### src/assert_macros.svh
// Assertion macros for the queue manager RTL.
`ifndef ASSERT_MACROS_SVH
`define ASSERT_MACROS_SVH

// Expression that must hold at every clock edge outside reset.
`define SBMQ_ASSERT(name, expr, msg) \
    name: assert property (@(posedge clk) disable iff (!rst_n) (expr)) else $error(msg);

// Implication checked in the same cycle.
`define SBMQ_ASSERT_IMP(name, ante, cons, msg) \
    name: assert property (@(posedge clk) disable iff (!rst_n) (ante) |-> (cons)) \
        else $error(msg);

// Implication whose consequent is checked in the cycle after the antecedent.
`define SBMQ_ASSERT_NXT(name, ante, cons, msg) \
    name: assert property (@(posedge clk) disable iff (!rst_n) (ante) |=> (cons)) \
        else $error(msg);

`endif

### src/sbmq_pkg.sv
// Types, constants and helpers shared by the shared-buffer queue manager.
`timescale 1ns / 1ps

package sbmq_pkg;

    localparam int NUM_ENTRIES = 16;
    localparam int NUM_QUEUES  = 4;
    localparam int DATA_WIDTH  = 32;

    localparam int IDX_W   = $clog2(NUM_ENTRIES);
    localparam int PTR_W   = $clog2(NUM_ENTRIES + 1);
    localparam int QID_W   = 2;
    localparam int FIELD_W = 32;

    localparam logic [PTR_W-1:0] NULL_PTR = PTR_W'(NUM_ENTRIES);

    localparam logic OP_ENQ = 1'b0;
    localparam logic OP_DEQ = 1'b1;

    localparam logic [1:0] ST_OK        = 2'd0;
    localparam logic [1:0] ST_OVERFLOW  = 2'd1;
    localparam logic [1:0] ST_UNDERFLOW = 2'd2;

    localparam logic [FIELD_W-1:0] UNDERFLOW_DATA = '1;

    typedef struct packed {
        logic                      operation;
        logic [QID_W-1:0]          queue_id;
        logic signed [FIELD_W-1:0] data_in;
    } sbmq_cmd_t;

    typedef struct packed {
        logic signed [FIELD_W-1:0] data_out;
        logic [1:0]                status;
    } sbmq_res_t;

    typedef struct packed {
        logic             we;
        logic [IDX_W-1:0] waddr;
        logic [PTR_W-1:0] wdata;
        logic [IDX_W-1:0] raddr;
    } sbmq_link_req_t;

    function automatic logic ptr_valid(input logic [PTR_W-1:0] p);
        return p < NULL_PTR;
    endfunction

endpackage

### src/shared_buffer_multi_queue.sv
// Top level: several FIFO queues sharing one data store through a linked free list.
// An operation is accepted only in the idle state and then runs through the look,
// update and done steps, with a link step for an enqueue onto a non-empty queue;
// overflow and underflow skip to done. The next operation waits until done has handed
// on the result. The link RAM (one read, one write port) is read once per operation.
// Reset (asynchronous, active low) empties every queue and chains all entries into
// the free list at once; no clearing pass is needed.
`timescale 1ns / 1ps

module shared_buffer_multi_queue (
    input  logic                clk,
    input  logic                rst_n,
    input  logic                cmd_valid,
    output logic                cmd_stall,
    input  sbmq_pkg::sbmq_cmd_t cmd,
    output logic                res_valid,
    input  logic                res_stall,
    output sbmq_pkg::sbmq_res_t res
);
    import sbmq_pkg::*;
    `include "assert_macros.svh"

    typedef enum logic [2:0] {S_IDLE, S_LOOK, S_UPDATE, S_LINK, S_DONE} state_t;

    state_t           state_reg;
    sbmq_cmd_t        cmd_reg;
    logic [IDX_W-1:0] idx_reg;
    logic [IDX_W-1:0] tail_old_reg;
    logic [FIELD_W-1:0] data_out_reg;
    logic [1:0]       status_reg;
    logic             res_valid_reg;
    sbmq_res_t        res_reg;
    logic [PTR_W-1:0] free_head_reg;
    logic [PTR_W-1:0] head_ptr_reg [NUM_QUEUES];
    logic [PTR_W-1:0] tail_ptr_reg [NUM_QUEUES];

    logic [DATA_WIDTH-1:0] data_mem [NUM_ENTRIES];
    logic [DATA_WIDTH-1:0] data_rd_reg;

    sbmq_link_req_t   link_req;
    logic [PTR_W-1:0] link_rd;

    logic [QID_W-1:0] q;
    logic             q_ok;
    logic             is_enq;
    logic [PTR_W-1:0] head_q;
    logic [PTR_W-1:0] tail_q;
    logic [PTR_W-1:0] look_ptr;
    logic             look_ok;
    logic [PTR_W-1:0] idx_ptr;
    logic             res_free;
    logic             upd_enq;
    logic             upd_deq;
    logic             link_quiet;
    logic             in_done;

    assign q        = cmd_reg.queue_id;
    assign q_ok     = int'(q) < NUM_QUEUES;
    assign is_enq   = cmd_reg.operation == OP_ENQ;
    assign head_q   = head_ptr_reg[q];
    assign tail_q   = tail_ptr_reg[q];
    // An enqueue takes the head of the free list, a dequeue the head of its queue.
    assign look_ptr = is_enq ? free_head_reg : head_q;
    assign look_ok  = q_ok && ptr_valid(look_ptr);
    assign idx_ptr  = PTR_W'(idx_reg);
    assign res_free = !res_valid_reg || !res_stall;

    assign upd_enq    = state_reg == S_UPDATE && is_enq;
    assign upd_deq    = state_reg == S_UPDATE && !is_enq;
    assign link_quiet = state_reg == S_IDLE || state_reg == S_LOOK || state_reg == S_DONE;
    assign in_done    = state_reg == S_DONE;

    assign cmd_stall = state_reg != S_IDLE;
    assign res_valid = res_valid_reg;
    assign res       = res_reg;

    always_comb
    begin
        link_req       = '0;
        link_req.raddr = look_ptr[IDX_W-1:0];
        unique case (state_reg)
            S_UPDATE:
            begin
                link_req.we    = 1'b1;
                link_req.waddr = idx_reg;
                link_req.wdata = is_enq ? NULL_PTR : free_head_reg;
            end
            S_LINK:
            begin
                link_req.we    = 1'b1;
                link_req.waddr = tail_old_reg;
                link_req.wdata = idx_ptr;
            end
            default:
            begin
            end
        endcase
    end

    sbmq_link_ram u_link_ram (
        .clk     (clk),
        .rst_n   (rst_n),
        .req     (link_req),
        .rd_data (link_rd)
    );

    always_ff @(posedge clk)
    begin
        if (state_reg == S_UPDATE && is_enq)
        begin
            data_mem[idx_reg] <= cmd_reg.data_in[DATA_WIDTH-1:0];
        end
        data_rd_reg <= data_mem[look_ptr[IDX_W-1:0]];
    end

    always_ff @(posedge clk or negedge rst_n)
    begin
        if (!rst_n)
        begin
            state_reg     <= S_IDLE;
            cmd_reg       <= '0;
            idx_reg       <= '0;
            tail_old_reg  <= '0;
            data_out_reg  <= '0;
            status_reg    <= ST_OK;
            res_valid_reg <= 1'b0;
            res_reg       <= '0;
            free_head_reg <= '0;
            for (int i = 0; i < NUM_QUEUES; i++)
            begin
                head_ptr_reg[i] <= NULL_PTR;
                tail_ptr_reg[i] <= NULL_PTR;
            end
        end
        else
        begin
            // In the done step the result register is handled below.
            if (res_valid_reg && !res_stall && state_reg != S_DONE)
            begin
                res_valid_reg <= 1'b0;
            end
            unique case (state_reg)
                S_IDLE:
                begin
                    if (cmd_valid)
                    begin
                        cmd_reg   <= cmd;
                        state_reg <= S_LOOK;
                    end
                end
                S_LOOK:
                begin
                    if (!look_ok)
                    begin
                        status_reg   <= is_enq ? ST_OVERFLOW : ST_UNDERFLOW;
                        data_out_reg <= is_enq ? '0 : UNDERFLOW_DATA;
                        state_reg    <= S_DONE;
                    end
                    else
                    begin
                        idx_reg   <= look_ptr[IDX_W-1:0];
                        state_reg <= S_UPDATE;
                    end
                end
                S_UPDATE:
                begin
                    status_reg <= ST_OK;
                    if (is_enq)
                    begin
                        data_out_reg    <= '0;
                        free_head_reg   <= link_rd;
                        tail_ptr_reg[q] <= idx_ptr;
                        if (!ptr_valid(head_q))
                        begin
                            head_ptr_reg[q] <= idx_ptr;
                            state_reg       <= S_DONE;
                        end
                        else if (ptr_valid(tail_q))
                        begin
                            // The old tail must point at the new entry: a second write.
                            tail_old_reg <= tail_q[IDX_W-1:0];
                            state_reg    <= S_LINK;
                        end
                        else
                        begin
                            state_reg <= S_DONE;
                        end
                    end
                    else
                    begin
                        data_out_reg    <= FIELD_W'(data_rd_reg);
                        head_ptr_reg[q] <= link_rd;
                        free_head_reg   <= idx_ptr;
                        state_reg       <= S_DONE;
                    end
                end
                S_LINK:
                begin
                    state_reg <= S_DONE;
                end
                S_DONE:
                begin
                    if (res_free)
                    begin
                        res_reg.data_out <= data_out_reg;
                        res_reg.status   <= status_reg;
                        res_valid_reg    <= 1'b1;
                        state_reg        <= S_IDLE;
                    end
                end
                default:
                begin
                    state_reg <= S_IDLE;
                end
            endcase
        end
    end

    `SBMQ_ASSERT_NXT(a_enq_sets_tail, upd_enq, tail_q == idx_ptr, "tail not moved by enqueue")
    `SBMQ_ASSERT_NXT(a_deq_frees_entry, upd_deq, free_head_reg == idx_ptr, "entry not freed")
    `SBMQ_ASSERT_IMP(a_link_write_window, link_quiet, !link_req.we, "stray link write")
    `SBMQ_ASSERT_IMP(a_result_from_done, $rose(res_valid_reg), $past(in_done), "stray result")

endmodule

### src/sbmq_link_ram.sv
// Link store: RAM of next pointers (one read, one write port) with per-entry valid bits.
`timescale 1ns / 1ps

module sbmq_link_ram (
    input  logic                    clk,
    input  logic                    rst_n,
    input  sbmq_pkg::sbmq_link_req_t req,
    output logic [sbmq_pkg::PTR_W-1:0] rd_data
);
    import sbmq_pkg::*;

    logic [PTR_W-1:0]       mem [NUM_ENTRIES];
    logic [NUM_ENTRIES-1:0] valid_reg;
    logic                   rvalid_reg;
    logic [PTR_W-1:0]       rdata_reg;
    logic [IDX_W-1:0]       raddr_reg;

    always_ff @(posedge clk or negedge rst_n)
    begin
        if (!rst_n)
        begin
            valid_reg  <= '0;
            rvalid_reg <= 1'b0;
        end
        else
        begin
            rvalid_reg <= valid_reg[req.raddr];
            if (req.we)
            begin
                valid_reg[req.waddr] <= 1'b1;
            end
        end
    end

    always_ff @(posedge clk)
    begin
        if (req.we)
        begin
            mem[req.waddr] <= req.wdata;
        end
        rdata_reg <= mem[req.raddr];
        raddr_reg <= req.raddr;
    end

    // An entry never written since reset still holds its initial chain link.
    assign rd_data = rvalid_reg ? rdata_reg : (PTR_W'(raddr_reg) + PTR_W'(1));

endmodule
### config.mk
export PLATFORM = sky130hd
export DESIGN_NAME = shared_buffer_multi_queue
export DESIGN_NICKNAME = d
export VERILOG_FILES = /design/src/sbmq_pkg.sv /design/src/shared_buffer_multi_queue.sv /design/src/sbmq_link_ram.sv
export VERILOG_INCLUDE_DIRS = /design/src /design/src/src
export SDC_FILE = /design/constraint.sdc
export NUM_CORES = 1
export LEC_CHECK = 0
export ABC_AREA = 1
export BUFFER_PORTS_ARGS = -buffer_cell sky130_fd_sc_hd__buf_2
export CAP_MARGIN = 30
export CORE_MARGIN = 3
export CORE_UTILIZATION = 45
export DETAILED_ROUTE_END_ITERATION = 10
export PLACE_DENSITY = 0.63
export SLEW_MARGIN = 10
export SYNTH_ARGS = -nofsm -noshare
export SYNTH_HDL_FRONTEND = slang
export SYNTH_HIERARCHICAL = 1
export SYNTH_SLANG_ARGS = --single-unit
### constraint.sdc
create_clock -name clk -period 3.65 [get_ports clk]
set_clock_uncertainty 0.1 [all_clocks]
set_input_delay 0.365 -clock clk [delete_from_list [all_inputs] [get_ports clk]]
set_output_delay 0.365 -clock clk [all_outputs]
set_load 0.05 [all_outputs]
==> flow_summary.ini, run 1 <==
[yosys]
async_reset_ff_share_pct = 21.9
yosys-top-cells-area = edfxtp_1, dfrtp_1, nand3_1
synth_top_area_share_pct = 51.8
yosysWarnings = 6
synth_ff_type = edfxtp_1
synth_top_cell_by_area = edfxtp_1
syn_avg_cell_area_um2 = 10.6
syn_inst = 3225
ys_types = 34
synth_edf_count = 592
syn-num-nets = 3265
synth_seq_cells = 810
ys_seq_area_share_pct = 67.1
syn_area_um2 = 34300

[timing]
period_share_pct = 81.8
max_freq_mhz = 335
finalMaxSlewViolations = 0
worst_pin_slew_ps = 876
maxSlewHeadroom_pct = 41.4
rsz0062_at_grt = false
hold_viol_final = 0
finalSetupViolations = 0
tns_ps = 0
fin_crit_ps = 2980
whs_ps = 216

[grt]
grt.busiest_layer = met2
grtUsageMet1_pct = 31.0
gr-usage-met2_pct = 35.7
antenna_found_initial = 4
grt_max_degree = 85
grt.total_usage_pct = 22.2
grt_first_pass_wirelength_um = 135000
gr-total-overflow = 0
grt_pass1_vias = 22637
met3_usage_pct = 3.15

[critical_path]
crit_arrival_ps = 3130
path_cells = nor2_4 > nand2_2 > buf_4 > nor2_1 > nand2_1 > nor3_4 > buf_4
r2r_end = data_mem[5][25]
cp.required_ps = 3800
crit_family = simple AND/OR/NAND/NOR gates
crit_buf_inv = 2
cp-startpoint = state_reg[2]
rr_worst_depth = 7
r2r_slack_ps = 670
endpoint = data_mem[5][25]
worst_setup_path_start_kind = flop
cp_slowest_cell = buf_4
path_depth = 7
timing.rr.start = state_reg[2]
worst-path-max-fanout = 32
slowest_delay_ps = 530
path_class = flop to flop
path_common_cell = buf_4
end_kind = flop

[layout]
diodes = 0
area_growth_syn_to_layout_pct = 14.0
multi_input_area_um2 = 8640
layout_common_cells = nand3_1, edfxtp_1, nand2_1, inv_1, dfrtp_1
largest_reg_flops = 512
layout_commonest_cell = nand3_1
regArea_um2 = 23000
drive_gt1_share_pct = 11.2
nFillCells = 6564
fin_nets = 3359

[power]
p_clk_share_pct = 23.2
p_per_area_nw_per_um2 = 895
p_int_w = 0.0207
p_seq_share_pct = 38.8
totalPowerFinal_w = 0.0350
pwr-share-comb_pct = 38.0
vdd_drop_max_v = 0.000800
switchingPower_w = 0.0143
p_leak_nw = 16.5
swShare_pct = 40.9

[flow_run]
maxCapViolations = 0

[placement]
hpwl_um = 49000
portBuffers = 74
gp_congestion = 0.876

[clock_network]
clkTransAtPathRegs_ps = 60
clock_sinks = 810
cts_setup_buffers = 0
clock-root-buffer = clkbuf_16
insertion_delay_ps = 630
clockBufferDepth = 3
cts_tree = built
ctsHtreeMaxLevel = 3
numCtsBuffers = 83

[floorplan]
die_x_um = 282
dieArea_um2 = 79700
fp-row-count = 100
start_util_pct = 45.7
die_y_um = 282
io_pins = 75
coreArea_um2 = 75100

[detailed_routing]
drt_iter0_drc = 2134
final_antenna_net_count = 0
routed_wl_um = 87700
via_per_inst = 5.35
dr_total_vias = 23320
dr.pass1.iters = 5
drc = 0
wl_per_cell_um = 20.1

[worst_hold_path]
worstHoldPathType = input port to asynchronous set/reset pin

[status]
outcome = completed
power groups by stage:
stage | Clock (W) | Sequential, W | Combinational [W]
after CTS | 0.00828 | 0.0136 | 0.0132
after detailed placement | 0 | 0.0138 | 0.0131
final | 0.00813 | 0.0136 | 0.0133
after global placement | 0 | 0.0138 | 0.0129
after floorplan | 0 | 0.0136 | 0.00868
after global routing | 0.00867 | 0.0138 | 0.0147
routing by layer:
layer  routed length [um]  share of wire (%)  up-vias
li1                     -                  -    10931
met1                38300                 44    11355
met2                40900                 47      858
met3                 6130                7.0      176
met4                 2440                2.8        0
met5                    0                  0        -
worst min-delay path by stage:
stage               startpoint          to  slack, ps  cells after the start
finish                   rst_n      res[6]        220                      2
global route             rst_n      res[5]        270                      2
CTS                      rst_n      res[6]        220                      2
detailed placement       rst_n      res[4]        330                      1
global placement         rst_n      res[6]        330                      1
floorplan                rst_n  cmd_reg[0]        -30                      0
repair_timing:
action                                  4_1_cts  5_1_grt
endpoints found under the setup margin        0        0
hold endpoints to repair                    103        0
gates resized for setup                       0        0
hold buffers                                 38        0
Yosys cell counts (41+ instances only):
master    instances
mux2_2           64
edfxtp_1        592
nand3b_1         96
dfxtp_1          41
inv_1           550
o21ai_0         143
nand2_1         577
buf_2            99
nor2_1           47
nand3_1         694
clkbuf_1         52
dfrtp_1         169
metrics by stage:
stage | util [%] | worst slack [ps] | cells | area (um^2)
2_1_floorplan | - | -277 | 3225 | 34400
3_3_place_gp | 48.0 | 740 | 4161 | 36000
3_5_place_dp | 48.1 | 724 | 4162 | 36100
4_1_cts | 52.0 | 714 | 4355 | 39100
5_1_grt | 52.1 | 505 | 4358 | 39100
6_report | 52.1 | 666 | 4358 | 39100
layout make-up:
| cell class | instances | area share [%] |
|---|---|---|
| Clock buffer | 134 | 6.26 |
| Timing Repair Buffer | 184 | 3.97 |
| Tap cell | 969 | 3.10 |
| Sequential cell | 810 | 58.8 |
| Clock inverter | 21 | 0.406 |
| Multi-Input combinational cell | 1682 | 22.1 |
| Inverter | 558 | 5.35 |
cell families after synthesis:
group           synth area share [%]
xor+xnor                      0.0255
flops                           67.1
simple gates                    19.5
buf+inv                         8.56
compound gates                  2.74
fa+ha+maj                     0.0364
mux                             2.10
No activity file was read; power rests on OpenSTA's default activity.
==> inputs of run 2 (changes only) <==
Settings changed: PLACE_DENSITY 0.63 to 0.6.
Clock period 3.65 ns to 2.9 ns, I/O delays scaled along.
==> run 2 against run 1 <==
Setup slack worse by 360 ps. Non-clock buffer count increased by 5. Largest power group unchanged. Via count increased by 0.70%.
==> flow_summary.ini, run 2 (synthesis gave the netlist of run 1 again) <==
[layout]
stdcell_area_um2 = 39400
largest_reg_flops = 512
stdcell_count = 4364
drive_gt1_share_pct = 11.6
layout_common_cells = nand3_1, edfxtp_1, nand2_1, inv_1, dfrtp_1
layout_commonest_cell = nand3_1
fin_nets = 3366
area_growth_syn_to_layout_pct = 14.8
diodes = 0
nFillCells = 6532

[grt]
grt.total_usage_pct = 22.7
grt_first_pass_wirelength_um = 138000
gr-total-overflow = 0
grt_pass1_vias = 23364
grt_max_degree = 135
antenna_found_initial = 6

[power]
p_per_area_nw_per_um2 = 1140
totalPowerFinal_w = 0.0448
vdd_drop_max_v = 0.00107
p_leak_nw = 16.6

[floorplan]
coreArea_um2 = 75100
dieArea_um2 = 79700
die_x_um = 282
start_util_pct = 45.7
die_y_um = 282
fp-row-count = 100
io_pins = 75

[detailed_routing]
routed_wl_um = 89400
final_antenna_net_count = 0
via_per_inst = 5.38
dr.pass1.iters = 6
drc = 0
drt_iter0_drc = 2624
wl_per_cell_um = 20.5
dr_total_vias = 23484

[critical_path]
r2r_end = data_mem[9][14]
crit_arrival_ps = 2760
worst-path-max-fanout = 19
path_class = flop to flop
end_kind = flop
r2r_slack_ps = 300
rr_worst_depth = 7
worst_setup_path_start_kind = flop
cp.required_ps = 3060
timing.rr.start = state_reg[2]

[placement]
dp_cells = 4169
hpwl_um = 50200
gp_congestion = 0.887
placed_area_um2 = 36300
portBuffers = 74
pre_cts_ws_ps = 264

[clock_network]
numCtsBuffers = 85
clock_sinks = 810
insertion_delay_ps = 620
clock-root-buffer = clkbuf_16
clkTransAtPathRegs_ps = 60
ctsHtreeMaxLevel = 3
cts_tree = built
cts_setup_buffers = 0
clockBufferDepth = 3

[worst_hold_path]
worstHoldPathType = input port to asynchronous set/reset pin

[flow_run]
maxCapViolations = 0

[timing]
setup_ws_ps = 304
maxSlewHeadroom_pct = 42.2
worst_pin_slew_ps = 868
tns_ps = 0
finalMaxSlewViolations = 0
rsz0062_at_grt = false
hold_viol_final = 0
fin_crit_ps = 2600
period_share_pct = 89.5
finalSetupViolations = 0
max_freq_mhz = 385

[status]
outcome = completed
==> run 2: cell count changes in the layout (fill, tap and decap cells not counted), sizes merged <==
cell / change
clkbuf: -7
inv: -2
clkinv: +6
buf: +5
clkinvlp: +2
bufinv: +2
==> run 2: cell type report <==
type	instances	area, um^2	area share (%)
clock inverters	29	259	0.657
multi-input cells	1682	8570	21.7
well taps	969	1210	3.07
flip-flops and latches	810	23000	58.4
repair buffers	189	1760	4.47
clock buffers	127	2500	6.34
inverters	558	2100	5.32
==> run 2: metrics by stage <==
step	util, %	hold slack (ps)
CTS	52.5	237
global placement	48.3	340
finish	52.5	216
floorplan	-	-106
global route	52.5	304
detailed placement	48.3	349
==> run 2: worst max-delay path by stage <==
stage,startpoint,end,cells after the start
final,state_reg[2],data_mem[9][14],7
after floorplan,state_reg[2],data_mem[12][0],5
after global routing,q[0],u_link_ram/rdata_reg[1],14
after global placement,q[0],u_link_ram/rdata_reg[2],14
after detailed placement,q[0],u_link_ram/rdata_reg[3],14
after CTS,q[0],u_link_ram/rdata_reg[3],14
==> run 2: timing repair <==
action / CTS / global route
hold endpoints to repair: 120 / 0
resized for setup: 0 / 3
hold buffers: 38 / 0
setup endpoints to repair: 0 / 1
==> run 2: power breakdown <==
group	leakage [nW]	switching, W	internal [W]
registers	7.90	0.00200	0.0152
clock network	1.35	0.00444	0.00625
logic	7.36	0.0118	0.00514
total	16.6	0.0182	0.0266
==> run 2: layer usage <==
layer / vias up / share of wire (%) / track usage (%) / wire length, um
met5: - / 0 / 0 / 0
met4: 0 / 3.2 / 8.15 / 2890
met3: 187 / 7.7 / 3.46 / 6880
met2: 903 / 46 / 36.5 / 41000
met1: 11452 / 43 / 31.7 / 38700
li1: 10942 / - / - / -
==> run 2: critical path: stages (launching register included) <==
cell     delay, ps
dfrtp_1        430
nor2_4         190
nand2_1        150
nor2_1         270
buf_4          200
nand3_1        240
nor3_4         250
buf_4          390
